[src/sv/bertlv_pkg.sv]
// Shared types, constants and helpers for the BER-TLV tag search block.
// No dependencies; imported by bertlv_stack, bertlv_parser and ber_tlv_tag_search.
package bertlv_pkg;

    localparam int BT_MAX_DEPTH = 4;
    localparam int BT_POS_BITS  = 16;

    localparam logic [15:0] TAG_FCI      = 16'h006F;
    localparam logic [15:0] TAG_FCI_PROP = 16'h00A5;
    localparam logic [15:0] TAG_RSP_FMT2 = 16'h0077;
    localparam logic [15:0] TAG_REC      = 16'h0070;
    localparam logic [15:0] TAG_APP      = 16'h0061;
    localparam logic [15:0] TAG_FCI_DISC = 16'hBF0C;

    localparam logic [4:0] TAG_MULTI_MASK = 5'h1F;

    typedef enum logic [2:0] {
        PH_TAG1  = 3'd0,
        PH_TAG2  = 3'd1,
        PH_LEN1  = 3'd2,
        PH_LENX  = 3'd3,
        PH_SKIP  = 3'd4,
        PH_MATCH = 3'd5,
        PH_DONE  = 3'd6
    } t_phase;

    function automatic logic is_template(input logic [15:0] tag);
        is_template = (tag == TAG_FCI) || (tag == TAG_FCI_PROP) || (tag == TAG_RSP_FMT2) ||
                      (tag == TAG_REC) || (tag == TAG_APP) || (tag == TAG_FCI_DISC);
    endfunction

endpackage

[src/sv/bertlv_stack.sv]
// Stack of open template end positions, with parallel compares against the next position.
// Depends on bertlv_pkg. The depth counter itself lives in bertlv_parser.
module bertlv_stack
    import bertlv_pkg::*;
#(
    parameter int MAX_DEPTH = BT_MAX_DEPTH,
    parameter int POS_BITS  = BT_POS_BITS,
    localparam int PW    = POS_BITS + 1,
    localparam int DEP_W = $clog2(MAX_DEPTH + 1)
) (
    input  logic             i_clk,
    input  logic             i_wr_en,
    input  logic [DEP_W-1:0] i_depth,
    input  logic [PW-1:0]    i_wr_data,
    input  logic [PW-1:0]    i_nxt,
    output logic [PW-1:0]    o_top_end,
    output logic [DEP_W-1:0] o_keep_cnt,
    output logic [DEP_W-1:0] o_keep_err
);

    logic [PW-1:0] r_entries [MAX_DEPTH];

    // push writes at the current depth
    always_ff @(posedge i_clk) begin
        for (int i = 0; i < MAX_DEPTH; i++) begin
            if (i_wr_en && (i_depth == DEP_W'(i))) begin
                r_entries[i] <= i_wr_data;
            end
        end
    end

    // Ends are non-increasing toward the top, so the entries still open after
    // position i_nxt form a prefix and their count is the new depth.
    always_comb begin
        o_top_end  = '0;
        o_keep_cnt = '0;
        for (int i = 0; i < MAX_DEPTH; i++) begin
            if (i_depth == DEP_W'(i + 1)) begin
                o_top_end = r_entries[i];
            end
            if ((DEP_W'(i) < i_depth) && (r_entries[i] > i_nxt)) begin
                o_keep_cnt = o_keep_cnt + DEP_W'(1);
            end
        end
        if (i_depth == '0) begin
            o_keep_err = '0;
        end else if (o_keep_cnt == i_depth) begin
            o_keep_err = i_depth - DEP_W'(1);
        end else begin
            o_keep_err = o_keep_cnt;
        end
    end

endmodule

[src/sv/bertlv_parser.sv]
// One-byte-per-step TLV parser: header decode, template descent, match tracking.
// Depends on bertlv_pkg and bertlv_stack.
module bertlv_parser
    import bertlv_pkg::*;
#(
    parameter int MAX_DEPTH = BT_MAX_DEPTH,
    parameter int POS_BITS  = BT_POS_BITS
) (
    input  logic        i_clk,
    input  logic        i_rst_n,
    input  logic        i_step,
    input  logic [7:0]  i_data_byte,
    input  logic        i_last,
    input  logic [15:0] i_search_tag,
    output logic [7:0]  o_value_byte,
    output logic        o_value_valid,
    output logic        o_done_res,
    output logic        o_found
);

    localparam int PW    = POS_BITS + 1;
    localparam int DEP_W = $clog2(MAX_DEPTH + 1);
    localparam logic [PW-1:0] POS_LIMIT = {1'b1, {POS_BITS{1'b0}}};

    t_phase              r_phase, n_phase;
    logic [POS_BITS-1:0] r_pos, n_pos;
    logic [15:0]         r_tag, n_tag;
    logic [PW-1:0]       r_len, n_len;
    logic [6:0]          r_left, n_left;
    logic [PW-1:0]       r_elem_end, n_elem_end;
    logic [DEP_W-1:0]    r_depth, n_depth;
    logic                r_match, n_match;
    logic [PW-1:0]       r_top_end, n_top_end;

    logic [PW-1:0]    nxt;
    logic [PW-1:0]    top_end;
    logic [DEP_W-1:0] keep_cnt;
    logic [DEP_W-1:0] keep_err;
    logic             push;

    logic [PW+7:0]    len_shift;
    logic [PW-1:0]    len_val;
    logic [PW:0]      hdr_sum;
    logic [PW-1:0]    hdr_end;
    logic             do_hdr, do_perr, do_chk, do_fin, do_err, hdr_bad;
    logic [6:0]       left_dec;

    assign nxt = {1'b0, r_pos} + PW'(1);

    bertlv_stack #(
        .MAX_DEPTH (MAX_DEPTH),
        .POS_BITS  (POS_BITS)
    ) u_stack (
        .i_clk      (i_clk),
        .i_wr_en    (push),
        .i_depth    (r_depth),
        .i_wr_data  (hdr_end),
        .i_nxt      (nxt),
        .o_top_end  (top_end),
        .o_keep_cnt (keep_cnt),
        .o_keep_err (keep_err)
    );

    // length arithmetic, saturating at 2^POS_BITS
    always_comb begin
        len_shift = {r_len, i_data_byte};
        if (r_phase == PH_LENX) begin
            len_val = (|len_shift[PW+7:POS_BITS]) ? POS_LIMIT : len_shift[PW-1:0];
        end else begin
            len_val = PW'(i_data_byte);
        end
        hdr_sum = {1'b0, nxt} + {1'b0, len_val};
        hdr_end = (hdr_sum > (PW+1)'(POS_LIMIT)) ? POS_LIMIT : hdr_sum[PW-1:0];
        left_dec = (r_left != '0) ? (r_left - 7'd1) : '0;
    end

    // next state
    always_comb begin
        n_phase    = r_phase;
        n_tag      = r_tag;
        n_len      = r_len;
        n_left     = r_left;
        n_elem_end = r_elem_end;
        n_depth    = r_depth;
        n_match    = r_match;
        n_top_end  = r_top_end;
        do_hdr     = 1'b0;
        do_perr    = 1'b0;
        do_chk     = 1'b0;
        do_fin     = 1'b0;
        push       = 1'b0;

        unique case (r_phase)
            PH_TAG1: begin
                n_tag   = {8'h00, i_data_byte};
                n_phase = (i_data_byte[4:0] == TAG_MULTI_MASK) ? PH_TAG2 : PH_LEN1;
                do_chk  = 1'b1;
            end
            PH_TAG2: begin
                n_tag   = {r_tag[7:0], i_data_byte};
                n_phase = PH_LEN1;
                do_chk  = 1'b1;
            end
            PH_LEN1: begin
                if (i_data_byte[7]) begin
                    if (i_data_byte[6:0] == 7'd0) begin
                        do_perr = 1'b1;
                    end else begin
                        n_left  = i_data_byte[6:0];
                        n_len   = '0;
                        n_phase = PH_LENX;
                        do_chk  = 1'b1;
                    end
                end else begin
                    n_len  = len_val;
                    do_hdr = 1'b1;
                end
            end
            PH_LENX: begin
                n_len  = len_val;
                n_left = left_dec;
                if (left_dec == '0) begin
                    do_hdr = 1'b1;
                end else begin
                    do_chk = 1'b1;
                end
            end
            PH_SKIP: begin
                do_fin = (nxt >= r_elem_end);
            end
            PH_MATCH: begin
                if (nxt >= r_elem_end) begin
                    n_phase = PH_DONE;
                end
            end
            PH_DONE: begin
            end
            default: begin
            end
        endcase

        hdr_bad = do_hdr && (r_depth != '0) && (hdr_end > top_end);
        do_err  = ((do_perr || hdr_bad) && (r_depth != '0)) ||
                  (do_chk && (r_depth != '0) && (nxt >= top_end));

        if (do_perr && (r_depth == '0)) begin
            n_phase = PH_DONE;
            n_match = 1'b0;
        end

        if (do_hdr && !hdr_bad) begin
            if (r_depth == '0) begin
                n_top_end = hdr_end;
            end
            if (r_tag == i_search_tag) begin
                n_match    = 1'b1;
                n_elem_end = hdr_end;
                n_phase    = (len_val == '0) ? PH_DONE : PH_MATCH;
            end else if ((len_val != '0) && is_template(r_tag) &&
                         (r_depth < DEP_W'(MAX_DEPTH))) begin
                push    = i_step;
                n_depth = r_depth + DEP_W'(1);
                n_phase = PH_TAG1;
            end else if (len_val == '0) begin
                do_fin = 1'b1;
            end else begin
                n_elem_end = hdr_end;
                n_phase    = PH_SKIP;
            end
        end

        // skip the rest of the innermost template
        if (do_err) begin
            n_depth = keep_err;
            if (nxt >= top_end) begin
                n_phase = PH_TAG1;
            end else begin
                n_elem_end = top_end;
                n_phase    = PH_SKIP;
            end
        end

        if (do_fin) begin
            n_phase = PH_TAG1;
            n_depth = keep_cnt;
        end

        n_pos = nxt[POS_BITS] ? '1 : nxt[POS_BITS-1:0];
    end

    // result of this byte
    always_comb begin
        o_value_valid = (r_phase == PH_MATCH);
        o_value_byte  = o_value_valid ? i_data_byte : 8'h00;
        o_done_res    = i_last;
        o_found       = i_last && n_match && (n_top_end <= nxt);
    end

    always_ff @(posedge i_clk) begin
        if (!i_rst_n) begin
            r_phase    <= PH_TAG1;
            r_pos      <= '0;
            r_tag      <= '0;
            r_len      <= '0;
            r_left     <= '0;
            r_elem_end <= '0;
            r_depth    <= '0;
            r_match    <= 1'b0;
            r_top_end  <= '0;
        end else if (i_step) begin
            if (i_last) begin
                r_phase    <= PH_TAG1;
                r_pos      <= '0;
                r_tag      <= '0;
                r_len      <= '0;
                r_left     <= '0;
                r_elem_end <= '0;
                r_depth    <= '0;
                r_match    <= 1'b0;
                r_top_end  <= '0;
            end else begin
                r_phase    <= n_phase;
                r_pos      <= n_pos;
                r_tag      <= n_tag;
                r_len      <= n_len;
                r_left     <= n_left;
                r_elem_end <= n_elem_end;
                r_depth    <= n_depth;
                r_match    <= n_match;
                r_top_end  <= n_top_end;
            end
        end
    end

endmodule

[src/sv/ber_tlv_tag_search.sv]
// BER-TLV tag search, top level: stream ports, search tag register, input and result registers.
// Depends on bertlv_pkg and bertlv_parser.
//
// Takes one byte per cycle while the output is not stalled and returns exactly one result
// per byte, registered in the input register and then the result register. Throughput is
// one byte per clock while the output is not stalled: the parser step from the input register
// to the result register is combinational (header decode, end-position add and compare,
// template stack update), and the result register lets a new byte enter while a result waits.
// The value bytes of the first element carrying the search tag come out with
// tuser[0] set; the result for the tlast byte carries tlast and, in tuser[1],
// whether the match was complete inside the buffer. The search tag may be
// written only while no transfer is in flight.
module ber_tlv_tag_search
    import bertlv_pkg::*;
#(
    parameter int MAX_DEPTH = BT_MAX_DEPTH,
    parameter int POS_BITS  = BT_POS_BITS
) (
    input  logic        i_clk,
    input  logic        i_rst_n,
    input  logic        i_cfg_we,
    input  logic [15:0] i_cfg_wdata,      // search_tag
    input  logic        i_s_axis_tvalid,
    output logic        o_s_axis_tready,
    input  logic [7:0]  i_s_axis_tdata,   // [7:0] data_byte
    input  logic        i_s_axis_tlast,   // last
    output logic        o_m_axis_tvalid,
    input  logic        i_m_axis_tready,
    output logic [7:0]  o_m_axis_tdata,   // [7:0] value_byte
    output logic [1:0]  o_m_axis_tuser,   // [0] value_valid, [1] found
    output logic        o_m_axis_tlast    // done_res
);

    logic [15:0] r_search_tag;
    logic        r_in_valid;
    logic [7:0]  r_in_data;
    logic        r_in_last;
    logic        r_out_valid;
    logic [7:0]  r_out_data;
    logic [1:0]  r_out_user;
    logic        r_out_last;

    logic        advance;
    logic [7:0]  p_value_byte;
    logic        p_value_valid;
    logic        p_done;
    logic        p_found;

    assign advance         = r_in_valid && (!r_out_valid || i_m_axis_tready);
    assign o_s_axis_tready = !r_in_valid || advance;

    always_ff @(posedge i_clk) begin
        if (!i_rst_n) begin
            r_search_tag <= '0;
        end else if (i_cfg_we) begin
            r_search_tag <= i_cfg_wdata;
        end
    end

    always_ff @(posedge i_clk) begin
        if (!i_rst_n) begin
            r_in_valid <= 1'b0;
        end else if (o_s_axis_tready) begin
            r_in_valid <= i_s_axis_tvalid;
        end
    end

    always_ff @(posedge i_clk) begin
        if (o_s_axis_tready && i_s_axis_tvalid) begin
            r_in_data <= i_s_axis_tdata;
            r_in_last <= i_s_axis_tlast;
        end
    end

    bertlv_parser #(
        .MAX_DEPTH (MAX_DEPTH),
        .POS_BITS  (POS_BITS)
    ) u_parser (
        .i_clk         (i_clk),
        .i_rst_n       (i_rst_n),
        .i_step        (advance),
        .i_data_byte   (r_in_data),
        .i_last        (r_in_last),
        .i_search_tag  (r_search_tag),
        .o_value_byte  (p_value_byte),
        .o_value_valid (p_value_valid),
        .o_done_res    (p_done),
        .o_found       (p_found)
    );

    always_ff @(posedge i_clk) begin
        if (!i_rst_n) begin
            r_out_valid <= 1'b0;
        end else if (advance) begin
            r_out_valid <= 1'b1;
        end else if (i_m_axis_tready) begin
            r_out_valid <= 1'b0;
        end
    end

    always_ff @(posedge i_clk) begin
        if (advance) begin
            r_out_data <= p_value_byte;
            r_out_user <= {p_found, p_value_valid};
            r_out_last <= p_done;
        end
    end

    assign o_m_axis_tvalid = r_out_valid;
    assign o_m_axis_tdata  = r_out_data;
    assign o_m_axis_tuser  = r_out_user;
    assign o_m_axis_tlast  = r_out_last;

    // found is only reported on the final transfer of a buffer
    a_found_on_last: assert property (@(posedge i_clk) disable iff (!i_rst_n)
        (o_m_axis_tvalid && o_m_axis_tuser[1]) |-> o_m_axis_tlast)
        else $error("found set on a result that is not the last");

    // bytes outside the matched value are zeroed
    a_value_zeroed: assert property (@(posedge i_clk) disable iff (!i_rst_n)
        (o_m_axis_tvalid && !o_m_axis_tuser[0]) |-> (o_m_axis_tdata == 8'h00))
        else $error("value byte nonzero outside the match");

    // a held input byte is not consumed or overwritten while the output stalls
    a_input_held: assert property (@(posedge i_clk) disable iff (!i_rst_n)
        (r_in_valid && !advance) |=> (r_in_valid && $stable(r_in_data) && $stable(r_in_last)))
        else $error("input register lost a byte during a stall");

endmodule
[config.mk]
export PLATFORM = sky130hd
export DESIGN_NAME = ber_tlv_tag_search
export DESIGN_NICKNAME = d
export VERILOG_FILES = /design/src/sv/bertlv_pkg.sv /design/src/sv/bertlv_stack.sv /design/src/sv/bertlv_parser.sv /design/src/sv/ber_tlv_tag_search.sv
export SDC_FILE = /design/constraint.sdc
export NUM_CORES = 1
export LEC_CHECK = 0
export BUFFER_PORTS_ARGS = -buffer_cell sky130_fd_sc_hd__buf_4
export CAP_MARGIN = 20
export CORE_MARGIN = 2
export CORE_UTILIZATION = 30
export CTS_BUF_LIST = sky130_fd_sc_hd__clkbuf_16
export CTS_CLUSTER_DIAMETER = 60
export DETAILED_ROUTE_END_ITERATION = 8
export PLACE_DENSITY = 0.54
export SYNTH_ARGS = -nofsm -noshare
export SYNTH_HDL_FRONTEND = slang
export SYNTH_HIERARCHICAL = 1
export SYNTH_SLANG_ARGS = --single-unit
[constraint.sdc]
create_clock -name i_clk -period 13.4 [get_ports i_clk]
set_input_delay 1.34 -clock i_clk [delete_from_list [all_inputs] [get_ports i_clk]]
set_output_delay 1.34 -clock i_clk [all_outputs]
set_load 0.02 [all_outputs]
==> reports/results.txt <==
Yosys top cell by area = edfxtp_1
Initial drt markers = 828
Fillers = 4,839
CP max stage delay = 880 ps
CTS HTree Levels = 1
Nets = 1,775
Worst-Skew Late Latency = 540 ps
Met2 Resource Use GR = 26.99%
FF/Latch Area = 4945 um2
Area of the multi-input gates = 8741 um2
Critical register-to-register path startpoint = u_parser/r_phase[1]$_SDFFE_PN0P_
Tightest Pin Transition = 1211 ps
# port buffers = 42
Post-cts repair resize count = 0
Vias in the first global route = 11.91k
Clock sink total = 203
# DRC = 0
Mapped Area = 14,380 um2
DP HPWL = 32.34 mm
Starting density of the core = 30.23%
1st-pass router iterations = 6
Worst R2R Path Depth = 25
Max-cap violations = 0
Hold WC Path Type = reg2reg
Hold Path End = u_parser/r_top_end[7]$_SDFFE_PN0P_
Vias = 12.31k
Core area = 47,550 um2
Most used routing layer = met2
# hold bufs at CTS = 0
Top Ports = 43
CTS tree = built
Clock root buffer master = clkbuf_16
Tcrit/Tclk final = 64.64%
Mapped Cells = 1,560
Crit. End Element = flop
Die area = 49,680 um2
Final wirelength = 43.00 mm
Synth Net Count = 1,753
Largest net degree at the start of global routing = 92
GR Layer Usage met1 = 24.34%
Total GRT Usage = 16.98%
Max Root-Sink Buffers = 3
Hold Crit Start = u_parser/r_top_end[7]$_SDFFE_PN0P_
CP Data Arrival Time = 8820 ps
Grt total ovfl = 0
Final Skew = 13.30 ps
Setup TNS = 0 ps
Final hold vios = 0
Crit-path slowest cell = and3b_1
Status = finished, final reports clean
Reg-to-reg endpoint = u_parser/u_stack/r_entries[1][5]$_DFFE_PP_
FFs w/ async S/R, synth = 0%
Yosys reg bits = 203
Drt wl/cell = 19.39 um
Post-route ant nets = 0
Area grow syn2layout = 13.60%
Fmax = 115.5 MHz
First-pass GRT wire length = 67.09 mm
Final Setup Violations = 0
Syn Area/Cell = 9.215 um2
Most instantiated cells after synthesis = 162 x ha_1, 115 x dfxtp_1, 104 x inv_1
Hold depth = 2
Top post-synthesis cells by area = edfxtp_1 18%, dfxtp_1 16%, ha_1 14%
Layout cells sized above 1 = 10.79%
Most frequent cell after synthesis = ha_1
Yosys cell types = 99
GPL Wtd Cong = 0.9132
Post-synth top area share = 18.38%
CTS Buf Count = 28
CP required = 13,560 ps
Die Wd = 222.9 um
CTS clk-pin slew, worst paths = 60 ps
Post-layout power = 1.579 mW
Most frequent CP cell = nor2_1
Seq/Total Area, Yosys = 34.40%
Synthesis Warnings = 6
Initial antenna violation count = 0
Slew Viols, Final = 0
Most used DFF post-synth = dfxtp_1
Leak = 6.076 nW
CP Launch Type = flop
Tmin final = 8661 ps
GR met3 Demand/Resource = 1.883%
Worst ir drop on vdd = 0.07769 mV
EDFF count, synth = 88
Slew margin rel. = 18.42%
CP Class = reg2reg
RSZ-0062 raised after global routing = no
Die H = 222.9 um
Power Dens Cells = 96.67 nW/um2
Diode count = 0
Post-CTS Repair Setup Buffers = 0
R2r setup slk = 4740 ps
Via-to-Cell Ratio = 5.550
CP max FO = 20
# rows = 80
## worst max path at each step
| stage | startpoint | end | slack, ps | cells after the start |
|---|---|---|---|---|
| after global placement | u_parser/r_phase[2]$_SDFFE_PN0P_ | u_parser/u_stack/r_entries[1][3]$_DFFE_PP_ | 5230 | 23 |
| final | u_parser/r_phase[1]$_SDFFE_PN0P_ | u_parser/u_stack/r_entries[1][5]$_DFFE_PP_ | 4740 | 25 |
| after global routing | u_parser/r_phase[1]$_SDFFE_PN0P_ | u_parser/u_stack/r_entries[1][8]$_DFFE_PP_ | 4220 | 25 |
| after CTS | u_parser/r_phase[1]$_SDFFE_PN0P_ | u_parser/u_stack/r_entries[1][5]$_DFFE_PP_ | 4840 | 25 |
| after floorplan | u_parser/r_phase[2]$_SDFFE_PN0P_ | u_parser/u_stack/r_entries[0][0]$_DFFE_PP_ | 5370 | 29 |
| after detailed placement | u_parser/r_phase[1]$_SDFFE_PN0P_ | u_parser/u_stack/r_entries[1][0]$_DFFE_PP_ | 4930 | 25 |
## cell usage in the layout, fill, tap and decap left out, types with 6 or more instances in the layout
cell / count
o21ai_1: 7
a22oi_1: 73
and4_1: 8
o211a_1: 7
o21ai_0: 74
or2_2: 9
nor2_1: 60
xnor2_1: 14
and3_1: 10
nor4_1: 18
o21a_1: 24
mux2_2: 6
ha_1: 162
or3_1: 8
a21o_1: 27
nand3_1: 33
o211ai_1: 7
mux2i_1: 24
buf_4: 64
o22ai_1: 12
clkbuf_16: 28
dfxtp_1: 115
o221a_2: 8
nand2b_1: 15
nor2b_1: 79
a21oi_1: 96
a21boi_0: 13
xor2_1: 29
nor3_1: 26
a31oi_1: 13
nand4_1: 26
a211oi_1: 32
edfxtp_1: 88
o31ai_1: 11
nand2_1: 98
and2_1: 26
inv_1: 105
## where the power goes
| part | switching (mW) | total [mW] | internal [mW] |
|---|---|---|---|
| Combinational | 0.0797 | 0.131 | 0.0511 |
| Clock | 0.298 | 0.783 | 0.485 |
| Sequential | 0.0117 | 0.665 | 0.653 |
| Total | 0.389 | 1.58 | 1.19 |
## layer usage
metal  share of wire, %  wire (um)
met3                5.1       2213
met5                  0          0
met1                 48      20550
met2                 45      19150
met4                2.5       1083
## critical path, delay by kind of cell (launching register included)
family | cells | cell delay [ps]
muxes | 1 | 660
AOI/OAI and AO/OA | 9 | 2050
DFF | 1 | 480
and+or+nand+nor | 11 | 3730
buffers and inverters | 1 | 260
adders and majority gates | 3 | 1040
## sequential cells by signal, indices dropped and copies added, names as in the netlist, 7 cells and up
name and count:
u_parser/r_tag 16, u_parser/r_left 7, u_parser/u_stack/r_entries 68, o_m_axis_tdata 8
r_search_tag 16, r_in_data 8, u_parser/r_elem_end 17, u_parser/r_len 17
u_parser/r_pos 16, u_parser/r_top_end 17
## layout make-up
| cell class | count | share of cell area [%] |
|---|---|---|
| inverter | 107 | 2.460 |
| timing repair buffer | 64 | 2.942 |
| tap | 615 | 4.712 |
| sequential | 203 | 30.28 |
| clock buffer | 28 | 4.291 |
| clock inverter | 23 | 1.785 |
| multi-input combinational | 1178 | 53.53 |
## per-stage QoR
step / area (um2) / std cells / hold slack (ps) / util (%) / setup slack [ps]
2_1_floorplan: 14380 / 1560 / 424.9 / - / 5373
3_3_place_gp: 15330 / 2166 / 435.3 / 32.24 / 5228
3_5_place_dp: 15330 / 2166 / 441.3 / 32.24 / 4925
4_1_cts: 16320 / 2217 / 455.6 / 34.33 / 4836
5_1_grt: 16330 / 2218 / 475.1 / 34.34 / 4217
6_report: 16330 / 2218 / 454.5 / 34.34 / 4739
## cell families (layout without fill, tap and decap cells)
group	Yosys count	count (layout)	share of synthesized area (%)
compound gates	478	478	23.35
simple gates	458	458	17.50
flops	203	203	34.40
buf+inv	179	222	4.987
fa+ha+maj	164	164	14.32
xor+xnor	47	47	3.151
mux	31	31	2.298
(Power assumes the default switching activity.)
